### config.mk
export PLATFORM = sky130hd
export DESIGN_NAME = length_prefixed_frame_receiver
export DESIGN_NICKNAME = d
export VERILOG_FILES = /design/src/sv/lpfr_pkg.sv /design/src/sv/lpfr_ctrl.sv /design/src/sv/lpfr_buf.sv /design/src/sv/length_prefixed_frame_receiver.sv
export SDC_FILE = /design/constraint.sdc
export NUM_CORES = 2
export LEC_CHECK = 0
export BUFFER_PORTS_ARGS = -buffer_cell sky130_fd_sc_hd__buf_4
export CORE_MARGIN = 2
export CORE_UTILIZATION = 28
export CTS_CLUSTER_SIZE = 10
export DETAILED_ROUTE_END_ITERATION = 12
export PLACE_DENSITY_LB_ADDON = 0.3
export RECOVER_POWER = 100
export SLEW_MARGIN = 20
export SYNTH_ARGS = -nofsm -noshare
export SYNTH_HDL_FRONTEND = slang
export SYNTH_SLANG_ARGS = --single-unit
export TNS_END_PERCENT = 100
### constraint.sdc
create_clock -name i_clk -period 5.4 [get_ports i_clk]
set_input_delay 0.27 -clock i_clk [delete_from_list [all_inputs] [get_ports i_clk]]
set_output_delay 0.27 -clock i_clk [all_outputs]
set_load 0.01 [all_outputs]
### src/sv/lpfr_pkg.sv
// package for the length-prefixed frame receiver
// holds shared constants and the structs passed between parser, buffer and top level
// no dependencies

package lpfr_pkg;

    localparam int MAX_FRAME_DEF = 256;
    localparam logic [7:0] START_BYTE = 8'h3C;

    localparam logic CMD_FEED = 1'b0;
    localparam logic CMD_READ = 1'b1;

    typedef struct packed {
        logic        we;
        logic [15:0] waddr;
        logic [7:0]  wdata;
        logic        re;
        logic [15:0] raddr;
    } t_mem_req;

    typedef struct packed {
        logic       done;
        logic [8:0] flen;
        logic       rd_hit;
    } t_res;

endpackage

### src/sv/lpfr_ctrl.sv
// frame parser: start byte, little-endian length, payload count
// issues buffer write and read requests per accepted transfer
// depends on lpfr_pkg

module lpfr_ctrl #(
    parameter int MAX_FRAME = lpfr_pkg::MAX_FRAME_DEF
) (
    input  logic              i_clk,
    input  logic              i_rst_n,
    input  logic              i_accept,
    input  logic              i_command,
    input  logic [7:0]        i_rx_byte,
    input  logic [7:0]        i_read_index,
    output lpfr_pkg::t_mem_req o_req,
    output lpfr_pkg::t_res     o_res
);
    import lpfr_pkg::*;

    localparam logic [16:0] MAX_W = 17'(MAX_FRAME);

    typedef enum logic [1:0] {
        PH_IDLE,
        PH_START,
        PH_LEN_LO,
        PH_PAYLOAD
    } t_phase;

    t_phase      r_phase, n_phase;
    logic [15:0] r_length, n_length;
    logic [15:0] r_count, n_count;

    logic [15:0] len_hi;
    logic [15:0] cnt_inc;
    logic [15:0] len_sat;
    logic        feed;

    always_comb begin
        feed     = i_accept && (i_command == CMD_FEED);
        len_hi   = {i_rx_byte, r_length[7:0]};
        cnt_inc  = r_count + 16'd1;
        len_sat  = ({1'b0, r_length} > MAX_W) ? MAX_W[15:0] : r_length;

        n_phase  = r_phase;
        n_length = r_length;
        n_count  = r_count;

        o_req       = '0;
        o_req.wdata = i_rx_byte;
        o_req.waddr = r_count;
        o_req.raddr = {8'd0, i_read_index};
        o_res       = '0;

        if (i_command == CMD_READ) begin
            o_res.rd_hit = ({9'd0, i_read_index} < MAX_W);
            o_req.re     = i_accept && o_res.rd_hit;
        end

        if (feed) begin
            unique case (r_phase)
                PH_IDLE: begin
                    if (i_rx_byte == START_BYTE) begin
                        n_phase = PH_START;
                    end
                end
                PH_START: begin
                    n_length = {8'd0, i_rx_byte};
                    n_phase  = PH_LEN_LO;
                end
                PH_LEN_LO: begin
                    n_length = len_hi;
                    n_count  = '0;
                    n_phase  = (len_hi != 16'd0) ? PH_PAYLOAD : PH_IDLE;
                end
                PH_PAYLOAD: begin
                    o_req.we = ({1'b0, r_count} < MAX_W);
                    n_count  = cnt_inc;
                    if (cnt_inc >= r_length) begin
                        n_length   = len_sat;
                        o_res.done = 1'b1;
                        o_res.flen = len_sat[8:0];
                        n_phase    = PH_IDLE;
                    end
                end
                default: begin
                    n_phase = PH_IDLE;
                end
            endcase
        end
    end

    always_ff @(posedge i_clk) begin
        if (!i_rst_n) begin
            r_phase  <= PH_IDLE;
            r_length <= '0;
            r_count  <= '0;
        end else begin
            r_phase  <= n_phase;
            r_length <= n_length;
            r_count  <= n_count;
        end
    end

endmodule

### src/sv/lpfr_buf.sv
// payload buffer: one write port, one read port, registered read data
// depends on lpfr_pkg for the request struct

module lpfr_buf #(
    parameter int MAX_FRAME = lpfr_pkg::MAX_FRAME_DEF
) (
    input  logic               i_clk,
    input  lpfr_pkg::t_mem_req i_req,
    output logic [7:0]         o_rdata
);
    import lpfr_pkg::*;

    localparam int AW = (MAX_FRAME > 1) ? $clog2(MAX_FRAME) : 1;

    logic [7:0] r_mem [MAX_FRAME];
    logic [7:0] r_rdata;

    always_ff @(posedge i_clk) begin
        if (i_req.we) begin
            r_mem[i_req.waddr[AW-1:0]] <= i_req.wdata;
        end
        if (i_req.re) begin
            r_rdata <= r_mem[i_req.raddr[AW-1:0]];
        end
    end

    assign o_rdata = r_rdata;

endmodule

### src/sv/length_prefixed_frame_receiver.sv
// Length-prefixed frame receiver. Takes one transfer per clock cycle when the
// output side keeps up; results come out in order, one result per input
// transfer, through the payload buffer's registered read port followed by the
// output register. tuser selects a feed (0, rx_byte is a link byte) or a buffer
// read (1, read_index picks the entry). A frame is '<', a 16-bit little-endian
// length, then that many payload bytes; bytes past MAX_FRAME are counted but
// not stored. tlast on the output marks the transfer that completed a frame,
// with its length saturated to MAX_FRAME.
// depends on lpfr_pkg, lpfr_ctrl, lpfr_buf

module length_prefixed_frame_receiver #(
    parameter int MAX_FRAME = lpfr_pkg::MAX_FRAME_DEF
) (
    input  logic        i_clk,
    input  logic        i_rst_n,
    input  logic        i_s_tvalid,
    output logic        o_s_tready,
    input  logic [15:0] i_s_tdata,   // rx_byte[7:0], read_index[15:8]
    input  logic        i_s_tuser,   // command[0]
    output logic        o_m_tvalid,
    input  logic        i_m_tready,
    output logic [23:0] o_m_tdata,   // frame_length[8:0], read_data[16:9], zero pad
    output logic        o_m_tlast    // frame_done
);
    import lpfr_pkg::*;

    t_mem_req   req;
    t_res       res;
    logic [7:0] mem_rdata;
    logic       accept;
    logic       s1_adv;

    logic       r_s1_valid;
    t_res       r_s1_res;
    logic       r_o_valid;
    logic       r_o_done;
    logic [8:0] r_o_flen;
    logic [7:0] r_o_rdata;

    assign s1_adv     = !r_o_valid || i_m_tready;
    assign o_s_tready = !r_s1_valid || s1_adv;
    assign accept     = i_s_tvalid && o_s_tready;

    lpfr_ctrl #(.MAX_FRAME(MAX_FRAME)) u_ctrl (
        .i_clk        (i_clk),
        .i_rst_n      (i_rst_n),
        .i_accept     (accept),
        .i_command    (i_s_tuser),
        .i_rx_byte    (i_s_tdata[7:0]),
        .i_read_index (i_s_tdata[15:8]),
        .o_req        (req),
        .o_res        (res)
    );

    lpfr_buf #(.MAX_FRAME(MAX_FRAME)) u_buf (
        .i_clk   (i_clk),
        .i_req   (req),
        .o_rdata (mem_rdata)
    );

    always_ff @(posedge i_clk) begin
        if (!i_rst_n) begin
            r_s1_valid <= 1'b0;
            r_o_valid  <= 1'b0;
        end else begin
            if (accept) begin
                r_s1_valid <= 1'b1;
            end else if (s1_adv) begin
                r_s1_valid <= 1'b0;
            end
            if (s1_adv) begin
                r_o_valid <= r_s1_valid;
            end
        end
        if (accept) begin
            r_s1_res <= res;
        end
        if (s1_adv && r_s1_valid) begin
            r_o_done  <= r_s1_res.done;
            r_o_flen  <= r_s1_res.flen;
            r_o_rdata <= r_s1_res.rd_hit ? mem_rdata : 8'd0;
        end
    end

    assign o_m_tvalid = r_o_valid;
    assign o_m_tlast  = r_o_done;
    assign o_m_tdata  = {7'd0, r_o_rdata, r_o_flen};

endmodule

# == Word-level counts from Yosys, hierarchy flattened ==
# Memory sizes are Yosys's and may differ from the RTL's. A register that Yosys moved wholly into a read port is not among the register bits.
# Cells that the tools add are included.
# op_classes
add_sub_neg,1
n_lt_le_gt_ge,3
n_eq_ne,7
mux,17
bitwise,2
reduce_logical,20
# op_table
op,count
one-hot mux 16 bit (3 select lines),1
2-to-1 mux 16 bit,2
one-hot mux 16 bit (2 select lines),1
"adder 16 x 1 -> 16 bit, second input constant",1
>= comparator 16 bit,1
"> comparator 16 x 9 -> 1 bit, second input constant",1
"less-than comparator 16 x 9 -> 1 bit, second input constant",1
nonzero test 16 bit,1
2-to-1 mux 10 bit,1
AND reduction 3 bit,3
"equality test 8 x 6 -> 1 bit, second input constant",1
2-to-1 mux 1 bit,8
one-hot mux 2 bit (4 select lines),1
AND reduction 4 bit,2
2-to-1 mux 2 bit,3
"!= test 2 x 1 -> 1 bit, second input constant",3
nonzero test 2 bit,3
"equality test 2 bit, second input constant",2
AND reduction 2 bit,2
logical AND 1 bit,3
nonzero test 3 bit,1
"equality test 2 x 1 -> 1 bit, second input constant",1
logical NOT 1 bit,2
logical NOT 2 bit,1
2 further kinds,4
# totals
ff_bits,65
ram_bits,2048
out_inout_bits,27
n_memories,1
# memory_table
name,depth,width,read_ports,rd_clocked_by_memory_dff,write_ports,line,text
u_buf.r_mem,256,8,1,1,1,lpfr_buf.sv:15,logic [7:0] r_mem [MAX_FRAME];

# == Depth between registers and ports, before layout ==
# logic_depth
word_depth,8
mapped_depth,14
ltp_nobuf,12

# == By module ==
# Synthesis repeated with hierarchy kept, for this count alone.
# unflattened
cells_unflattened,4081
area_unflattened_um2,83237.3
# modules_own_cells
module,n_inst,cells_each,area_each_um2
lpfr_buf,1,3733,79636.4
lpfr_ctrl,1,294,2529.9
length_prefixed_frame_receiver,1,54,1071.0

# == Worst setup path before layout ==
# No wires, ideal clock.
# synth_path
path_kind,register to register
startpoint,register u_ctrl.r_count[0]
endpoint,register r_s1_res[3] in the netlist's numbering (data pin)
setup_time_ns,0.255
arrival_time_ns,3.111
path_slack_ns,2.034
path_stages_with_launch,15
n_path_buf,2
period_less_slack_ns,3.366
path_cell_list,dfxtp_1 > ha_1 > clkbuf_1 > nand3_1 > nor3_1 > nand3_1 > xnor2_1 > ha_1 > a21o_1 > a21o_1 > a21o_1 > a211oi_1 > clkbuf_1 > nor2_1 > and3_1
# synth_via
elab_chain_len,3
# synth_lines
element,line,text
from (decl),lpfr_ctrl.sv:30,"logic [15:0] r_count, n_count;"
from (signal assigned),lpfr_ctrl.sv:99,r_count <= n_count;
adder 16 x 1 -> 16 bit,lpfr_ctrl.sv:40,cnt_inc = r_count + 16'd1;
>= comparator 16 bit,lpfr_ctrl.sv:77,if (cnt_inc >= r_length) begin
AND reduction 3 bit (no line),n/a,
to (signal assigned),length_prefixed_frame_receiver.sv:76,r_s1_res <= res;
to (decl),length_prefixed_frame_receiver.sv:34,t_res r_s1_res;
# No other way between the ends.
# A chain may end at the register's enable or synchronous reset.

# == Worst setup path after layout ==
# layout_path
startpoint,input port i_s_tdata[5]
endpoint,memory u_buf.r_mem[184][5] (data pin)
# layout_lines
element,line,text
from (decl),length_prefixed_frame_receiver.sv:18,"input logic [15:0] i_s_tdata,"
to (decl),lpfr_buf.sv:15,
# Straight into the memory's write port.

==> results.py <==
metrics = {
    "status": {
        "violations": "max-capacitance violations, max-slew violations",
        "outcome": "finished, violations left",
    },
    "cells_and_area": {
        "fin_nets": 4331,
        "fill_cells": 27920,
        "final_common_cell": "edfxtp_1",
        "layout-drive-gt1-share": 0.1949,
        "area.sequential_um2": 63330,
        "mostFrequentLayoutCells": "2,085 x edfxtp_1, 434 x mux4_2, 313 x nor2_1",
        "multi_input_area_um2": 18190,
        "area_delta_synth_final_pct": 13.97,
    },
    "setup_path": {
        "arrival_ps": 5250,
        "cp_data_required_time_ps": 5900,
        "crit_path_start_kind": "input port",
        "r2r_cells": 9,
        "crit_start": "i_s_tdata[5]",
        "crit_end": "u_buf.r_mem[184][5]",
        "timing.rr.end": "u_buf.r_mem[190][6]",
        "critPathMaxFanout": 85,
        "crit_type": "input port to register",
        "r2r_slack_ps": 890,
        "r2r_start": "u_ctrl.r_phase[0]",
        "worstSetupEndpointType": "register",
    },
    "floorplan": {
        "die_h_um": 548.0,
        "core-area_um2": 294100,
        "die_x_um": 548.0,
        "ioPinCount": 48,
        "rows": 199,
        "start_util": 0.2818,
        "die_area_um2": 300300,
    },
    "detailed_routing": {
        "vias": 41160,
        "first_pass_iters": 5,
        "wl_per_cell_um": 27.18,
        "drt_iter0_markers": 4685,
        "vias_per_cell": 4.974,
        "drtAntennaViolNets": 0,
        "drt_wl_total_um": 225000,
        "drc": 0,
    },
    "yosys": {
        "async_reset_ff_frac": 0,
        "synth-seq-area-share": 0.7643,
        "syn_inst": 4122,
        "synth-edff-count": 2085,
        "syn_area_per_cell_um2": 20.10,
        "netlist-cell-type-count": 63,
        "syn_area_um2": 82860,
        "yosys_warnings": 0,
        "synth_ff_type": "edfxtp_1",
        "ys_seq_elements": 2121,
    },
    "global_route": {
        "met2_usage": 0.2400,
        "use_met1": 0.1983,
        "grt_max_degree": 193,
        "first_global_vias": 42260,
        "busiest_layer": "met2",
        "grt_first_pass_wirelength_um": 319700,
        "overflow": 0,
        "antenna_found_initial": 11,
        "track_usage": 0.1465,
        "use_met3": 0.02664,
    },
    "clock_tree": {
        "clockRootBuffer": "clkbuf_16",
        "cts-buffers-inserted": 241,
        "cts.reportedPaths.clkPinSlew_ps": 60,
        "clock_latency_ps": 910,
        "cts_tree": "done",
        "cts.sink_count": 2121,
        "clock_path_buffers": 4,
        "cts_setup_buffers": 0,
        "htreeDepth": 4,
    },
    "power_and_ir_drop": {
        "p_per_area_nw_per_um2": 358.3,
        "ir_drop_uv": 309.2,
        "switchingPower_uw": 7150,
        "pwr-share-clk": 0.418,
        "p_leak_uw": 0.02859,
        "p_int_uw": 26680,
        "seq_power_share": 0.536,
        "p_comb_frac": 0.046,
        "swShare": 0.2113,
    },
    "placement": {
        "portBuffers": 40,
        "hpwl_um": 135000,
        "gp_congestion": 0.8101,
    },
    "timing": {
        "setup-violations-final": 0,
        "max_slew_margin": -2.018,
        "tightest_slew_ps": 4527,
        "final-hold-violation-count": 0,
        "rsz0062_at_grt": "false",
        "final.setup.tns_ps": 0,
        "hold_ws_ps": 308.9,
        "skew_ps": 79.29,
        "period_minus_slack_ps": 4756,
        "clock.fmax_mhz": 210.2,
        "post-route-period-util": 0.8808,
        "final_max_slew_viol_count": 1118,
    },
    "run": {
        "cap_violations": 16,
    },
    "hold_path": {
        "holdCritPathClass": "input port to register",
    },
}
power by group through the flow:
stage                     logic [µW]  registers (µW)  clock network, µW
after floorplan                  799           18400                  0
after global placement          1550           18500                  0
after detailed placement        1570           18500                  0
after CTS                       1580           18100              14400
after global routing            1630           18100              15000
final                           1540           18100              14200
synthesized netlist by cell type, drive strengths merged, types with 36 or more instances:
| master | instances | area share |
|---|---|---|
| mux4 | 434 | 0.12 |
| dfxtp | 36 | 0.0087 |
| o221ai | 46 | 0.0049 |
| clkbuf | 134 | 0.0061 |
| a21oi | 93 | 0.0056 |
| mux2i | 167 | 0.020 |
| nor3 | 38 | 0.0023 |
| nand2 | 61 | 0.0028 |
| edfxtp | 2085 | 0.76 |
| nor2 | 315 | 0.014 |
| buf | 128 | 0.010 |
| a22oi | 138 | 0.013 |
timing repair:
item                                   in CTS  in global routing
gates resized for setup                     0                  0
endpoints found under the hold margin     448                  0
hold buffers                               13                  0
flip-flops by register name (all words and copies together), names as in the netlist, 2 cells and up:
| signal | cells |
|---|---|
| r_o_rdata | 8 |
| u_buf.r_mem | 2048 |
| r_s1_res | 11 |
| u_buf.o_rdata | 8 |
| r_o_flen | 9 |
| u_ctrl.r_count | 16 |
| u_ctrl.r_length | 16 |
| u_ctrl.r_phase | 2 |
per-stage QoR:
step	worst slack, ps	cell area, µm²	utilization	std cells	power, µW
4_1_cts	1144	94650	0.3219	8264	34130
5_1_grt	371.0	94420	0.3211	8268	34800
2_1_floorplan	2034	82880	-	4128	19240
6_report	643.6	94440	0.3211	8276	33830
3_5_place_dp	1128	88110	0.2996	7953	20020
3_3_place_gp	1090	88110	0.2996	7953	20000
layout make-up:
| cell class | instances | share of cell area |
|---|---|---|
| multi-input combinational | 1720 | 0.1926 |
| timing repair buffer | 181 | 0.01567 |
| tap | 3919 | 0.05192 |
| clock inverter | 12 | 0.001510 |
| antenna | 12 | 0.0003180 |
| clock buffer | 286 | 0.06631 |
| sequential | 2121 | 0.6706 |
| inverter | 25 | 0.0009937 |
per-layer routing:
metal,wire (µm),share of wire
met5,0,0
met4,6600,0.029
met2,108500,0.48
met3,14380,0.064
met1,95500,0.42
cell families after synthesis:
logic type,synth area share
flops,0.7643
buf+inv,0.01744
simple gates,0.03227
xor+xnor,0.001480
other cells,0.00004526
mux,0.1383
fa+ha+maj,0.003020
compound gates,0.04313
how the worst min path moves through the flow:
stage | start | end | cells after the start
floorplan | i_s_tuser | r_s1_res[0] | 0
global placement | r_s1_res[7] | r_o_flen[6] | 0
detailed placement | r_s1_res[7] | r_o_flen[6] | 0
CTS | i_s_tuser | r_s1_res[0] | 2
global route | i_s_tdata[13] | u_buf.o_rdata[1] | 4
finish | i_s_tdata[13] | u_buf.o_rdata[1] | 4
worst max-delay path, cell delays in order:
cell and delay (ps):
dlygate4sd3_1 580, clkdlybuf4s25_1 3130, buf_4 1130
Note: power is estimated with default switching activity, not from simulation.
